--- config.mk ---
export PLATFORM = sky130hd
export DESIGN_NAME = tnpq_cell
export DESIGN_NICKNAME = d
export VERILOG_FILES = /design/src/sv/tnpq_pkg.sv /design/src/sv/tnpq_cell.sv
export SDC_FILE = /design/constraint.sdc
export NUM_CORES = 1
export LEC_CHECK = 0
export BUFFER_PORTS_ARGS = -buffer_cell sky130_fd_sc_hd__buf_4
export CAP_MARGIN = 20
export CORE_ASPECT_RATIO = 0.6
export CORE_MARGIN = 3
export CORE_UTILIZATION = 30
export DETAILED_ROUTE_END_ITERATION = 6
export MAX_ROUTING_LAYER = met4
export PLACE_DENSITY = 0.69
export SYNTH_ARGS = -nofsm -noshare
export SYNTH_HDL_FRONTEND = slang
export SYNTH_SLANG_ARGS = --single-unit
export TNS_END_PERCENT = 5
--- constraint.sdc ---
create_clock -name clk_i -period 4.4 [get_ports clk_i]
set_clock_uncertainty 0.1 [all_clocks]
set_input_delay 0.44 -clock clk_i [delete_from_list [all_inputs] [get_ports clk_i]]
set_output_delay 0.44 -clock clk_i [all_outputs]
set_load 0.03 [all_outputs]
--- src/sv/tnpq_pkg.sv ---
// Shared types and constants for the timed note-off priority queue.
`default_nettype none

package tnpq_pkg;

  localparam int unsigned DEF_CAPACITY = 64;
  localparam int unsigned DELAY_W      = 32;
  localparam int unsigned CHAN_W       = 4;
  localparam int unsigned KEY_W        = 7;
  localparam int unsigned COUNT_W      = 7;

  typedef enum logic [1:0] {
    OP_ADD     = 2'd0,
    OP_POP     = 2'd1,
    OP_ADVANCE = 2'd2
  } op_e;

  typedef enum logic [1:0] {
    ST_OK    = 2'd0,
    ST_FULL  = 2'd1,
    ST_EMPTY = 2'd2,
    ST_CLAMP = 2'd3
  } status_e;

  typedef struct packed {
    logic [DELAY_W-1:0] delay;
    logic [CHAN_W-1:0]  channel;
    logic [KEY_W-1:0]   key;
  } entry_t;

  // Broadcast to every cell in the chain
  typedef struct packed {
    logic               add_en;
    logic               pop_en;
    logic               adv_en;
    logic [DELAY_W-1:0] amount;
    entry_t             new_entry;
  } cmd_t;

  // Handed from a cell to its right-hand neighbour
  typedef struct packed {
    logic   gt;
    entry_t entry;
  } link_t;

endpackage

`default_nettype wire

--- src/sv/tnpq_cell.sv ---
// One slot of the sorted chain: holds an entry, inserts, shifts and ages it.
`default_nettype none

module tnpq_cell (
  input  wire logic             clk_i,
  input  wire tnpq_pkg::cmd_t   cmd_i,
  input  wire logic             occ_i,
  input  wire logic             prev_occ_i,
  input  wire tnpq_pkg::link_t  prev_i,
  input  wire tnpq_pkg::entry_t next_entry_i,
  output tnpq_pkg::link_t       link_o,
  output logic                  clamp_o,
  output logic [tnpq_pkg::DELAY_W-1:0] delay_d_o
);

  tnpq_pkg::entry_t entry_q, entry_d;
  logic             gt;
  logic             below;

  assign gt      = occ_i && (entry_q.delay > cmd_i.amount);
  assign below   = entry_q.delay < cmd_i.amount;
  assign clamp_o = occ_i && below;

  always_comb begin
    entry_d = entry_q;
    if (cmd_i.add_en) begin
      // keep a smaller or equal entry; otherwise take the neighbour's or the new one
      if (occ_i && !gt) begin
        entry_d = entry_q;
      end else if (prev_i.gt) begin
        entry_d = prev_i.entry;
      end else if (gt || prev_occ_i) begin
        entry_d = cmd_i.new_entry;
      end
    end else if (cmd_i.pop_en) begin
      entry_d = next_entry_i;
    end else if (cmd_i.adv_en) begin
      entry_d.delay = below ? '0 : entry_q.delay - cmd_i.amount;
    end
  end

  always_ff @(posedge clk_i) begin
    entry_q <= entry_d;
  end

  assign link_o.gt    = gt;
  assign link_o.entry = entry_q;
  assign delay_d_o    = entry_d.delay;

endmodule

`default_nettype wire

# == Yosys cells after proc, flatten, opt, wreduce, memory -nomap -nowiden ==
# Cells that the tools add are included.
# word_totals
n_memories,0
latchBits,0
mem_bits_ro,0
ramBits,0
ff_bits,43
out_inout_bits,77
# op_classes
magnitude_cmp,2
shift,0
n_eq_ne,2
n_addsub,1
n_div,0
mux,8
n_reduce_logical,7
n_mul,0
bitwise_logic,0
# ops
cell,n
2-to-1 mux 43 bit,4
2-to-1 mux 32 bit,3
> comparator 32 bit,1
less-than comparator 32 bit,1
subtractor 32 bit,1
2-to-1 mux 11 bit,1
logical AND 1 bit,3
inequality test 3 x 1 -> 1 bit (second input constant),1
AND reduction 3 bit,1
inequality test 2 bit (second input constant),1
nonzero test 2 bit,1
zero test 1 bit,1
logical OR 1 bit,1

# == Depth between registers and ports, before layout ==
# depth
word_depth,7
mapped_depth,16
ltp_nobuf,13

# == Worst setup path before layout ==
# OpenSTA, ideal clock, no wires.
# synth_path
path_kind,register -> output
startpoint,"reg entry_q, in the netlist link_o[11]"
endpoint,out delay_d_o[31] (netlist name)
n_path_buf,1
arrival_ns,3.175
stages_incl_launch_ff,15
slack_ns,0.685
path_cell_list,dfxtp_1 > inv_1 > ha_1 > inv_1 > fa_1 > a21o_1 > a21oi_2 > o211ai_1 > a21oi_2 > a21oi_1 > or3_1 > a41o_1 > a221oi_2 > or3b_1 > buf_4
# synth_lines
item,line,text
from (decl),tnpq_cell.sv:16,"tnpq_pkg::entry_t entry_q, entry_d;"
from (signal assigned),tnpq_cell.sv:43,entry_q <= entry_d;
to (decl),tnpq_cell.sv:13,output logic [tnpq_pkg::DELAY_W-1:0] delay_d_o

# == Worst setup path after layout ==
# layout_path
startpoint,"reg entry_q, in the netlist link_o[11]"
endpoint,out delay_d_o[30] (netlist name)
# layout_via
elab_chain_cells,7
word_cells_on_any_way,14
classes_between,add/sub (1); order compare (2); mux (7); reduce/logical (4)
# layout_lines
item,line,text
> comparator 32 bit,tnpq_cell.sv:20,assign gt = occ_i && (entry_q.delay > cmd_i.amount);
logical AND 1 bit,tnpq_cell.sv:20,
logical OR 1 bit,tnpq_cell.sv:32,end else if (gt || prev_occ_i) begin
2-to-1 mux 43 bit,tnpq_cell.sv:32,
2-to-1 mux 43 bit,tnpq_cell.sv:30,end else if (prev_i.gt) begin
2-to-1 mux 43 bit,tnpq_cell.sv:28,if (occ_i && !gt) begin
2-to-1 mux 43 bit *,tnpq_cell.sv:26,if (cmd_i.add_en) begin
# Mark *: on every way between the ends. The rest lies on a longest branch, timed or not. The select of a mux whose other input is x is not followed.

==> impl_metrics.toml <==
[final_layout]
largest_reg_flops = 43
layout-drive-gt1-share_pct = 38.4
num-nets-final = 1004
finalNonFillerCells = 1002
postLayoutCoreUtil_pct = 45.4
design_area_um2 = 6810
area_growth_pct = 43.0
antenna_cells = 0

[placed_design]
place.gp.congestion = 0.921
place_hpwl_mm = 16.1
dp.cells = 992
portBuffers = 244
place_area_um2 = 6580

[clock_tree]
cts_buffers = 5
clockBufferDepth = 2
root_buffer = "clkbuf_16"
clk_latency_ns = 0.30
cts_sinks = 43
cts_tree = "built"
htreeDepth = 2
clk_pin_slew_ns = 0.07
cts_hold_buf = 0

[critical_path]
crit-reg2reg-launch = "link_o[11]$_DFF_P_"
arrival_ns = 3.72
cp.required_ns = 3.86
critical_path.cell_chain = "inv_1 -> ha_1 -> inv_1 -> fa_1 -> a21o_1 -> a21oi_4 -> o211ai_1 -> a21oi_2 -> a21o_1 -> a31oi_1 -> buf_4 -> a211oi_1 -> nor2_1 -> nor4b_2 -> buf_4 -> buf_4"
cp-end-kind = "output pin"
r2r_end = "link_o[1]$_DFFE_PP_"
path_class = "reg2out"
crit_top_cell = "buf_4"
critical_path.max_stage_delay_ns = 0.40
reg2regPathDepth = 14
cp_max_fo = 5
critPathLaunchType = "flip-flop"
crit_path_top_delay_cell = "fa_1"
regToRegSetupSlack_ns = 0.89

[run_status]
outcome = "finished clean"

[hold_path]
min-delay-start = "prev_i[30]"
min_path_type = "in2reg"
whs_endpoint = "link_o[30]$_DFF_P_"
whs_path_depth = 3

[synth]
syn_area_per_cell_um2 = 7.94
ys_async_sr_fraction_pct = 0
synth_cell_types = 70
ys_seq_area_share_pct = 20.4
yosys_warnings = 0
ys_seq_elements = 43
syn_area_um2 = 4760
netlist_top_cells_count = "52 x inv_1, 41 x o21ai_0, 37 x a21oi_1"
yosysTopAreaCellShare_pct = 13.5
synth.net_count = 801
ys_top_cells_by_area = "dfxtp_1 13%, ha_1 8.4%, edfxtp_1 6.9%, buf_4 5.2%, mux2_2 4.7%"
netlist_instances = 600
synth_ff_type = "dfxtp_1"
yosysMostFrequentCell = "inv_1"
synth_edf_count = 11
yosysTopAreaCell = "dfxtp_1"

[die]
coreArea_um2 = 15000
initial_core_util_pct = 31.7
rows = 34
dieHeight_um = 104
io_pins = 245
die_w_um = 169
dieArea_um2 = 17500

[sta]
period_minus_slack_ns = 4.26
fmax_ghz = 0.235
setup_viol_count_final = 0
whs_ns = 0.281
max_slew.worst_pin.slew_ns = 0.956
finalHoldViolations = 0
slew_violations = 0
maxSlewHeadroom_pct = 36.0
rsz0062_at_grt = "yes"
finalCritPeriodShare_pct = 96.9

[global_routing]
grt_pass1_wl_mm = 30.6
grt_max_degree = 41
antenna_found_initial = 0
grt_usage_pct = 22.6
grt_pass1_vias = 5415
grt_overflow = 0

[routing]
drt_wl_total_mm = 20.5
vias = 5553
viasPerCell = 5.54
wl_per_cell_um = 20.4
antenna_left = 0
drc = 0
drt-pass1-iter-count = 4
first_iter_violations = 447

[power]
peakVddDrop_mv = 0.214
leakage_nw = 3.24
p_per_area_nw_per_um2 = 409

[job]
maxCapViolations = 0
[worst max-delay path, delay by kind of cell (launching register included)]
kind                       cells  cell delay, ns
adders and majority gates      2            0.57
and+or+nand+nor                2            0.43
DFF                            1            0.33
AOI/OAI and AO/OA              7            1.43
buffers and inverters          5            0.67
[routing by layer]
layer / track usage [%] / part of all wire [%] / up-vias
met5: - / 0 / -
met4: 1.93 / 0.36 / 0
met3: 5.33 / 9.2 / 8
met2: 33.1 / 42 / 267
met1: 32.9 / 49 / 2635
li1: - / - / 2643
[kinds of logic after synthesis]
logic type               Yosys count  synth area share (%)
AND/OR/NAND/NOR                  123                  13.6
multiplexers                      22                  5.15
AO/OA/AOI/OAI                    238                  35.4
XOR/XNOR                          25                  4.60
flip-flops                        43                  20.4
adder cells (fa/ha/maj)           33                  8.83
buffers and inverters            116                  12.1
[stage by stage]
step	power [mW]	setup TNS, ns	setup slack [ns]
3_5_place_dp	2.29	0	0.111
4_1_cts	2.76	0	0.0912
2_1_floorplan	1.76	0	0.685
3_3_place_gp	2.28	0	0.0796
6_report	2.78	0	0.137
5_1_grt	2.95	-0.102	-0.0493
[layout by cell type (no fill, tap or decap), types with 3 or more instances in the layout]
cell type	instances
clkbuf_16	5
mux2_2	20
a31oi_1	7
a32oi_1	5
a222oi_1	4
nand3_1	14
o21bai_1	6
nand2_1	25
and2_1	3
o211ai_1	6
a22oi_1	28
ha_1	32
o22ai_1	3
nand2b_1	3
o211a_1	3
o21a_1	5
inv_1	52
nand4_1	7
edfxtp_1	11
dfxtp_1	32
nor2b_1	14
o21ai_1	11
a221oi_1	19
a221o_1	13
o21ai_0	41
and3_1	8
nor2_1	33
a21oi_1	36
buf_4	257
a211oi_1	5
xnor2_1	19
a21o_1	16
o31ai_1	5
xor2_1	6
[cell type report]
cell class	count	area [µm²]
clock buffers	5	125
well taps	198	248
multi-input cells	441	3260
clock inverters	3	42.5
fillers	1575	8210
repair buffers	259	1960
inverters	53	199
flip-flops and latches	43	971
[power by group]
part | internal (mW) | switching (mW)
Sequential | 0.491 | 0.0887
Clock | 0.269 | 0.187
Combinational | 0.714 | 1.03
Total | 1.47 | 1.31
[worst max path at each step]
stage	from	endpoint	slack, ns	cells after the start
after floorplan	link_o[11]$_DFF_P_	delay_d_o[31]	0.68	14
after global placement	cmd_i[43]	delay_d_o[30]	0.08	15
after detailed placement	cmd_i[43]	delay_d_o[30]	0.11	15
after CTS	link_o[11]$_DFF_P_	delay_d_o[5]	0.09	15
after global routing	link_o[11]$_DFF_P_	delay_d_o[30]	-0.05	16
final	link_o[11]$_DFF_P_	delay_d_o[30]	0.14	16
[timing repair]
item,in CTS,in global routing
resized for setup,1,8
buffers inserted,0,2
hold endpoints to repair,0,0
endpoints found under the setup margin,1,26
pin swaps,0,3
(Power assumes the default switching activity.)
